**config.mk**
```make
export PLATFORM = sky130hd
export DESIGN_NAME = att_ram
export DESIGN_NICKNAME = d
export VERILOG_FILES = /design/src/allocation_tracking_table_defines.svh /design/src/att_ram.sv
export SDC_FILE = /design/constraint.sdc
export NUM_CORES = 1
export LEC_CHECK = 0
export BUFFER_PORTS_ARGS = -buffer_cell sky130_fd_sc_hd__buf_2
export CAP_MARGIN = 10
export CELL_PAD_IN_SITES_DETAIL_PLACEMENT = 1
export CELL_PAD_IN_SITES_GLOBAL_PLACEMENT = 2
export CORE_MARGIN = 4
export CORE_UTILIZATION = 43
export CTS_CLUSTER_DIAMETER = 40
export DETAILED_ROUTE_END_ITERATION = 10
export PLACE_DENSITY = 0.77
export SETUP_SLACK_MARGIN = 0.4
export SYNTH_ARGS = -nofsm -noshare
export SYNTH_HDL_FRONTEND = slang
export SYNTH_SLANG_ARGS = --single-unit
```
**constraint.sdc**
```tcl
create_clock -name clk_i -period 1.6 [get_ports clk_i]
set_input_delay 0.16 -clock clk_i [delete_from_list [all_inputs] [get_ports clk_i]]
set_output_delay 0.16 -clock clk_i [all_outputs]
set_load 0.02 [all_outputs]
```
**src/allocation_tracking_table_defines.svh**
```systemverilog
// ----------------------------------------------------------------------------
// Allocation tracking table - assertion macros
// Concurrent assertion helpers, compiled out when NO_ASSERTIONS is set.
// ----------------------------------------------------------------------------
`ifndef ALLOCATION_TRACKING_TABLE_DEFINES_SVH
`define ALLOCATION_TRACKING_TABLE_DEFINES_SVH

`ifndef NO_ASSERTIONS
// property checked on every clock edge outside reset
`define ATT_ASSERT(lbl, prop, msg) \
  lbl: assert property (@(posedge clk_i) disable iff (!rst_ni) (prop)) else $error(msg);
// property checked on every clock edge, reset included
`define ATT_ASSERT_ALWAYS(lbl, prop, msg) \
  lbl: assert property (@(posedge clk_i) (prop)) else $error(msg);
`else
`define ATT_ASSERT(lbl, prop, msg)
`define ATT_ASSERT_ALWAYS(lbl, prop, msg)
`endif

`endif

```
**src/att_ram.sv**
```systemverilog
// ----------------------------------------------------------------------------
// Allocation tracking table - generic RAM
// Single write port, single read port, registered read.
// ----------------------------------------------------------------------------
module att_ram #(
  parameter int unsigned Width = 8,
  parameter int unsigned Depth = 16
) (
  input  logic                     clk_i,
  input  logic                     we_i,
  input  logic [$clog2(Depth)-1:0] waddr_i,
  input  logic [Width-1:0]         wdata_i,
  input  logic                     re_i,
  input  logic [$clog2(Depth)-1:0] raddr_i,
  output logic [Width-1:0]         rdata_o
);

  logic [Width-1:0] mem_q [Depth];

  always_ff @(posedge clk_i) begin
    if (we_i) mem_q[waddr_i] <= wdata_i;
    if (re_i) rdata_o <= mem_q[raddr_i];
  end

endmodule

```
==> flow_summary_export.csv, run 1 <==
group,metric,value,unit
outcome,status,"finished clean",
global_routing,antenna_found_initial,0,
floorplan,die_y,118,um
synthesis,synth-seq-area-share,78.1,%
cells_and_area,final_cell_mix,"136 x edfxtp_1, 32 x mux4_2, 26 x buf_2",
synthesis,yosysTopAreaCell,"edfxtp_1",
cts,hold_buffers,0,
route,ant_nets,0,
timing,hold_viol,0,
worst_setup_path,r2r-start,"mem_q[3][0]",
worst_setup_path,crit_path_max_fanout,1,
power_and_ir_drop,power.share.switching,18.4,%
route,wl_met1,4520,um
timing,skew,0.00459,ns
place,gp_congestion,0.722,
synthesis,synth_compound_area_share,2.30,%
floorplan,rows,40,
global_routing,first_global_vias,2788,
synthesis,synth.net_count,248,
floorplan,die_area,0.0140,sq mm
synthesis,syn_area,0.00523,sq mm
worst_setup_path,crit_family,"multiplexers",
timing,tns,0,ns
route,vias_per_cell,5.54,
synthesis,avgSynthCellArea,22.8,sq um
cells_and_area,layout_commonest_cell,"edfxtp_1",
floorplan,die_x,118,um
timing,period_share,91.8,%
timing,fmax,681,MHz
timing,fin_crit,1.47,ns
synthesis,synth_top_area_share,78.1,%
cells_and_area,fin_nets,307,
cells_and_area,n_fill_cell,1051,
floorplan,core,0.0120,sq mm
route,dr_total_vias,2482,
cells_and_area,layout-drive-gt1-share,42.9,%
timing,setup_ws,0.131,ns
route,drt-pass1-iter-count,4,
global_routing,grt_usage,17.9,%
cts,worstSkewPairLatency,0.41,ns
floorplan,pin_count,27,
cts,htree_levels,4,
worst_setup_path,required,1.75,ns
floorplan,initial_utilization,43.7,%
worst_setup_path,critical-path-slowest-cell,"mux4_2",
power_and_ir_drop,p_sw,1670,uW
synthesis,synth_simple_gate_area_share,3.14,%
power_and_ir_drop,ir_drop,934,uV
run,maxCapViolations,0,
cts,clockRootBuffer,"clkbuf_16",
synthesis,synth_seq_cells,136,
synthesis,yosysWarnings,0,
route,wl_met2,6010,um
cells_and_area,utilization,53.7,%
global_routing,grt_max_degree,33,
route,drc,0,
route,wl_met3,743,um
worst_setup_path,start_kind,"flop",
cts,clk_pin_slew,0.05,ns
synthesis,synth_top_family_by_area,"multiplexers",
global_routing,grt_remaining_overflow,0,
worst_setup_path,cp_cell_sequence,"mux4_2 -> a22oi_2 -> nand2_2",
global_routing,grt_pass1_wl,17700,um
synthesis,syn_inst,229,
worst_setup_path,crit_start,"mem_q[3][0]",
place,io_buffers,26,
cts,cts_sinks,136,
place,dpl.hpwl,6900,um
cts,cts_tree,"built",
synthesis,yosys.area_share.adder,0,%
power_and_ir_drop,power_density,1420,mW/mm^2
min_path,min_path_type,"in -> reg",
worst_setup_path,worst_ep_arrival_time,1.62,ns
cts,cts_buffers,17,
route,wl_per_cell,25.5,um
route,wl,11400,um
timing,grt_setup_unrepaired,"yes",
synthesis,muxShareOfSynthArea,14.8,%
timing,drv_slew,0,
worst_setup_path,end_kind,"flop",
synthesis,synth_xor_area_share,0,%
min_path,min_from,"re_i",
place,pre_cts_ws,-0.0936,ns
synthesis,synth_area_leaders,"edfxtp_1 78%, mux4_2 7.8%, mux4_1 7.0%",
power_and_ir_drop,p_leak,0.00215,uW
synthesis,synth.distinct_cells,18,
timing,maxSlewHeadroom,41.7,%
timing,setup_viol,0,
worst_setup_path,cpPeakStageDelay,0.51,ns
cts,post_cts_buffers,0,
cts,cts_buffer_depth,2,
route,drtIter0Drc,222,
cells_and_area,n_antenna_cell,0,
power_and_ir_drop,seq_power_share,44.4,%
power_and_ir_drop,p_int,7430,uW
power_and_ir_drop,p_comb_share,4.8,%
worst_setup_path,crit_buf_inv,0,
worst_setup_path,path_class,"reg -> reg",
route,routed.top_layer,"met4",
timing,worst_slew_pin_slew,0.871,ns
power_and_ir_drop,power_frac_clock,50.8,%
cells_and_area,area_growth,22.8,%
==> power by group through the flow <==
stage | registers (uW) | logic (uW) | clock network [uW]
detailed placement | 4110 | 420 | 0
CTS | 4040 | 441 | 4700
floorplan | 4130 | 224 | 0
global route | 4040 | 474 | 4900
finish | 4040 | 436 | 4620
global placement | 4100 | 409 | 0
==> kinds of logic (layout without fill, tap and decap cells) <==
group           after synthesis  count (layout)
compound gates               16              16
flops                       136             136
mux                          32              32
simple gates                 35              35
buf+inv                      10              82
==> per-layer routing <==
layer,vias up,track usage (%)
li1,1088,-
met1,1287,23.2
met2,94,29.9
met3,13,4.83
met4,0,5.49
met5,-,0
==> sequential cells by signal (all words and copies together), names as in the netlist <==
| register | count |
|---|---|
| mem_q | 128 |
| rdata_o | 8 |
==> worst register-to-register path, stage by stage, from the launching register on <==
cell	delay (ns)
edfxtp_1	0.40
mux4_2	0.52
a22oi_2	0.21
nand2_2	0.09
==> path summary, 6_finish.rpt <==
kind                     end  slack (ns)  cells after the start
setup / recovery  rdata_o[0]        0.13                      3
hold / removal    rdata_o[2]        0.11                      1
setup reg to reg  rdata_o[0]        0.13                      3
hold reg to reg   rdata_o[1]        0.75                      3
==> Yosys cell counts <==
cell type	count
and2_1	1
buf_4	1
buf_6	3
mux4_2	18
nor2b_1	1
nand2_1	9
mux4_1	14
nand2b_1	2
edfxtp_1	136
or3b_2	1
clkdlybuf4s25_2	3
a22oi_1	16
and2b_1	1
nand3b_1	2
nor3_1	4
nor2_1	13
nand3_1	1
buf_2	3
==> what timing repair did <==
action,4_1_cts,5_1_grt
pin swaps,3,0
hold endpoints to repair,0,0
endpoints found under the setup margin,8,8
gates cloned,0,0
resized for setup,8,3
==> final cells by class <==
| type | count | area [sq um] | area share (%) |
|---|---|---|---|
| Tap cell | 147 | 184 | 2.86 |
| Clock inverter | 14 | 275 | 4.29 |
| Timing Repair Buffer | 50 | 360 | 5.61 |
| Sequential cell | 136 | 4080 | 63.6 |
| Clock buffer | 18 | 429 | 6.68 |
| Multi-Input combinational cell | 83 | 1090 | 17.0 |
==> stage by stage <==
step | area [sq um] | instances | hold WS [ns] | total power (uW)
3_3_place_gp | 5670 | 416 | 0.532 | 4510
5_1_grt | 6420 | 448 | 0.106 | 9420
3_5_place_dp | 5670 | 416 | 0.539 | 4530
6_report | 6420 | 448 | 0.114 | 9100
2_1_floorplan | 5250 | 229 | 0.259 | 4350
4_1_cts | 6410 | 448 | 0.107 | 9180
Note: power is estimated with default switching activity, not from simulation.
==> run 2: changes to the inputs <==
Settings changed: CORE_ASPECT_RATIO set to 1.25.
==> flow_summary_export.csv, run 2 (synthesized netlist as in run 1, its figures left out) <==
group,metric,value,unit
outcome,status,"finished clean",
global_routing,first_global_vias,2810,
timing,worst_slew_pin_slew,0.922,ns
cts,cts_tree,"built",
power_and_ir_drop,power.share.switching,19.9,%
run,maxCapViolations,0,
cells_and_area,final_cell_mix,"136 x edfxtp_1, 32 x mux4_2, 23 x buf_2",
floorplan,die_area,0.0140,sq mm
cts,clk_pin_slew,0.06,ns
floorplan,core,0.0118,sq mm
route,routed.top_layer,"met4",
worst_setup_path,cpPeakStageDelay,0.49,ns
cts,clockRootBuffer,"clkbuf_16",
place,gp_congestion,0.734,
worst_setup_path,crit_path_max_fanout,1,
cts,post_cts_buffers,0,
route,vias_per_cell,5.39,
timing,fin_crit,1.42,ns
route,wl,11100,um
floorplan,initial_utilization,44.4,%
route,drt-pass1-iter-count,4,
floorplan,rows,44,
cells_and_area,area_growth,21.7,%
global_routing,grt_usage,17.2,%
route,drtIter0Drc,193,
cts,htree_levels,4,
cts,worstSkewPairLatency,0.41,ns
route,ant_nets,0,
timing,maxSlewHeadroom,38.3,%
floorplan,pin_count,27,
worst_setup_path,critical-path-slowest-cell,"mux4_2",
timing,period_share,88.9,%
route,wl_per_cell,24.0,um
floorplan,die_x,107,um
worst_setup_path,end_kind,"flop",
cells_and_area,top_regs,"mem_q (128), rdata_o (8)",
timing,hold_viol,0,
cells_and_area,fin_nets,306,
worst_setup_path,required,1.75,ns
place,dpl.hpwl,6990,um
cts,cts_buffer_depth,2,
worst_setup_path,start_kind,"flop",
global_routing,antenna_found_initial,0,
global_routing,grt_pass1_wl,17300,um
power_and_ir_drop,power_frac_clock,47.1,%
power_and_ir_drop,p_int,6780,uW
global_routing,grt_max_degree,25,
timing,fmax,703,MHz
worst_setup_path,worst_ep_arrival_time,1.58,ns
place,io_buffers,26,
cts,hold_buffers,0,
power_and_ir_drop,p_leak,0.00210,uW
timing,skew,0.00710,ns
worst_setup_path,path_class,"reg -> reg",
power_and_ir_drop,seq_power_share,47.7,%
timing,drv_slew,0,
power_and_ir_drop,p_sw,1690,uW
place,place_inst,429,
floorplan,die_y,131,um
min_path,min_path_type,"in -> reg",
power_and_ir_drop,power,8470,uW
route,wl_met1,4500,um
cells_and_area,final_cell_count_no_fill,461,
worst_setup_path,cp_cell_sequence,"mux4_2 -> a22oi_2 -> nand2_1",
cells_and_area,layout-drive-gt1-share,43.0,%
global_routing,grt_remaining_overflow,0,
power_and_ir_drop,power_density,1330,mW/mm^2
power_and_ir_drop,p_comb_share,5.2,%
timing,setup_viol,0,
cells_and_area,n_antenna_cell,0,
cells_and_area,top_register,"mem_q",
cts,cts_sinks,136,
cells_and_area,largest_register_ffs,128,
cts,cts_buffers,17,
route,wl_met2,5870,um
cells_and_area,layout_commonest_cell,"edfxtp_1",
power_and_ir_drop,ir_drop,692,uV
route,dr_total_vias,2484,
route,wl_met3,482,um
route,drc,0,
timing,grt_setup_unrepaired,"yes",
## run 2: cell count changes in the layout (fill, tap and decap cells not counted), sizes merged
cell      previous run  this run
bufinv               8         4
clkinv               5         9
buf                 50        49
clkinvlp             0         2
inv                  1         0
clkbuf              18        17
## run 2: final cells by class
class / count / area [sq um]
Clock buffer: 17 / 425
Fill cell: 1066 / 5420
Clock inverter: 15 / 184
Sequential cell: 136 / 4080
Tap cell: 161 / 201
Timing Repair Buffer: 49 / 372
Multi-Input combinational cell: 83 / 1100
## run 2: what timing repair did
item,4_1_cts,5_1_grt
gates resized for setup,15,3
pin swaps,0,5
cloned,0,0
endpoints found under the setup margin,11,10
## run 2: metal layers
metal  up-vias  GRT usage (%)
met5         -              0
met1      1314           21.7
met4         0           7.25
met2        73           28.8
met3        16           3.93
li1       1081              -
## run 2: critical path, delay by kind of cell (launching register included)
| kind | cells | cell delay (ns) |
|---|---|---|
| and+or+nand+nor | 1 | 0.09 |
| muxes | 1 | 0.49 |
| DFF | 1 | 0.37 |
| AOI/OAI and AO/OA | 1 | 0.21 |
## run 2: stage by stage
step / utilization (%) / hold WS (ns) / setup WS (ns) / instance area [sq um] / TNS [ns]
after CTS: 53.9 / 0.110 / 0.162 / 6350 / 0
after global placement: 48.2 / 0.542 / -0.113 / 5680 / -0.382
final: 54.0 / 0.125 / 0.178 / 6360 / 0
after floorplan: - / 0.259 / 0.240 / 5250 / 0
after global routing: 54.0 / 0.115 / 0.151 / 6360 / 0
after detailed placement: 48.2 / 0.544 / -0.138 / 5680 / -0.658
## run 2: power groups by stage
stage	Sequential, uW	Combinational (uW)	Clock (uW)
after floorplan	4130	224	0
after CTS	4050	446	4060
after detailed placement	4120	416	0
after global routing	4050	478	4210
after global placement	4110	401	0
final	4040	440	3990
## run 2: path summary, 6_finish.rpt
check,startpoint,end,slack [ns],cells past startpoint
worst min-delay path,re_i,rdata_o[5],0.13,1
worst max register to register,mem_q[3][1],rdata_o[1],0.18,3
worst max-delay path,mem_q[3][1],rdata_o[1],0.18,3
worst min register to register,mem_q[14][2],rdata_o[2],0.77,3
==> run 3: changes to the inputs <==
Settings changed: SETUP_SLACK_MARGIN 0.4 to 0.5.
==> flow_summary_export.csv, run 3 (synthesized netlist as in run 1, its figures left out) <==
group,metric,value,unit
worst_setup_path,crit_start,"mem_q[2][4]",
timing,hold_viol,0,
route,wl_per_cell,24.1,um
floorplan,die_area,0.0140,sq mm
cts,clockRootBuffer,"clkbuf_16",
timing,fin_crit,1.45,ns
global_routing,antenna_found_initial,0,
worst_setup_path,worst_ep_arrival_time,1.60,ns
timing,tns,0,ns
cells_and_area,n_fill_cell,1064,
worst_setup_path,crit_path_max_fanout,1,
timing,setup_viol,0,
min_path,min_path_type,"in -> reg",
timing,holdWs,0.122,ns
timing,grt_setup_unrepaired,"yes",
cells_and_area,top_register,"mem_q",
cts,htree_levels,4,
worst_setup_path,cpPeakStageDelay,0.51,ns
place,pre_cts_ws,-0.139,ns
cts,cts_buffer_depth,2,
worst_setup_path,path_class,"reg -> reg",
global_routing,grt_remaining_overflow,0,
floorplan,initial_utilization,44.4,%
power_and_ir_drop,power_density,1320,mW/mm^2
timing,fmax,691,MHz
floorplan,pin_count,27,
worst_setup_path,cp_cell_sequence,"mux4_2 -> a22oi_2 -> nand2_1",
timing,period_share,90.5,%
place,post_dp_cell_area,0.00575,sq mm
route,drc,0,
global_routing,grt_usage,17.0,%
cells_and_area,regArea,0.00408,sq mm
global_routing,grt_max_degree,18,
global_routing,grt_pass1_wl,16900,um
cells_and_area,top_regs,"mem_q (128), rdata_o (8)",
cells_and_area,area_growth,23.1,%
route,drt-pass1-iter-count,4,
cells_and_area,layout_commonest_cell,"edfxtp_1",
cells_and_area,fin_area,0.00644,sq mm
place,dpl.hpwl,7220,um
timing,maxSlewHeadroom,69.2,%
worst_setup_path,r2r-start,"mem_q[2][4]",
route,vias_per_cell,5.39,
min_path,min_from,"re_i",
timing,setup_ws,0.152,ns
cts,clk_pin_slew,0.06,ns
cells_and_area,utilization,54.6,%
cells_and_area,n_antenna_cell,0,
run,maxCapViolations,0,
timing,worst_slew_pin_slew,0.462,ns
worst_setup_path,end_kind,"flop",
worst_setup_path,critical-path-slowest-cell,"mux4_2",
cells_and_area,layout-drive-gt1-share,42.8,%
route,dr_total_vias,2469,
cells_and_area,multiInputGateArea,0.00112,sq mm
route,ant_nets,0,
cts,cts_buffers,17,
worst_setup_path,required,1.75,ns
cells_and_area,final_cell_mix,"136 x edfxtp_1, 31 x mux4_2, 20 x buf_2",
cells_and_area,fin_nets,303,
floorplan,rows,44,
floorplan,die_y,131,um
outcome,status,"finished clean",
global_routing,first_global_vias,2738,
floorplan,die_x,107,um
cts,hold_buffers,0,
place,io_buffers,26,
worst_setup_path,crit_buf_inv,0,
route,wl,11000,um
worst_setup_path,crit_family,"multiplexers",
cts,cts_tree,"built",
worst_setup_path,start_kind,"flop",
timing,skew,0.00716,ns
route,drtIter0Drc,155,
power_and_ir_drop,p_leak,0.00212,uW
timing,drv_slew,0,
floorplan,core,0.0118,sq mm
place,gp_congestion,0.746,
cts,worstSkewPairLatency,0.41,ns
cells_and_area,largest_register_ffs,128,
power_and_ir_drop,ir_drop,692,uV
cts,cts_sinks,136,
run 3: cell count changes in the layout (fill, tap and decap cells not counted), moves of 2 or more:
cell and delta:
nor2_1 -6, nor3_4 +2, nor2_4 +3, a22oi_2 -4
buf_2 -3, buf_6 +3, buf_12 +4, buf_4 -7
nor2_2 +3, a22oi_1 +4, nor3_2 -2
run 3: path summary, 6_finish.rpt:
kind / endpoint / depth (start not counted) / slack (ns)
setup reg to reg: rdata_o[4] / 3 / 0.15
setup / recovery: rdata_o[4] / 3 / 0.15
hold reg to reg: rdata_o[5] / 3 / 0.75
hold / removal: rdata_o[0] / 1 / 0.12
run 3: metrics by stage:
stage	total power [uW]	std cells
floorplan	4360	229
global placement	4530	426
detailed placement	4550	426
CTS	8560	458
global route	8760	458
finish	8480	458
run 3: power breakdown:
part,total [uW],leakage (uW),internal [uW],switching [uW]
Clock,3980,0.000298,2590,1390
Combinational,458,0.000581,200,258
Sequential,4040,0.00124,4020,26.2
run 3: final cells by class:
| type | instances | area share, % |
|---|---|---|
| Sequential cell | 136 | 63.5 |
| Timing Repair Buffer | 46 | 6.49 |
| Multi-Input combinational cell | 83 | 17.4 |
| Clock buffer | 18 | 6.67 |
| Tap cell | 161 | 3.13 |
| Clock inverter | 14 | 2.82 |
run 3: routing by layer:
layer,vias up,wire [um],track usage (%)
li1,1080,-,-
met1,1323,4390,20.9
met2,58,6110,28.8
met3,8,402,3.39
met4,0,133,7.82
met5,-,0,0
run 3: what timing repair did:
item,4_1_cts,5_1_grt
setup endpoints to repair,16,16
gates resized for setup,11,8
setup buffers,0,0
pin swaps,2,0
gates cloned,0,0
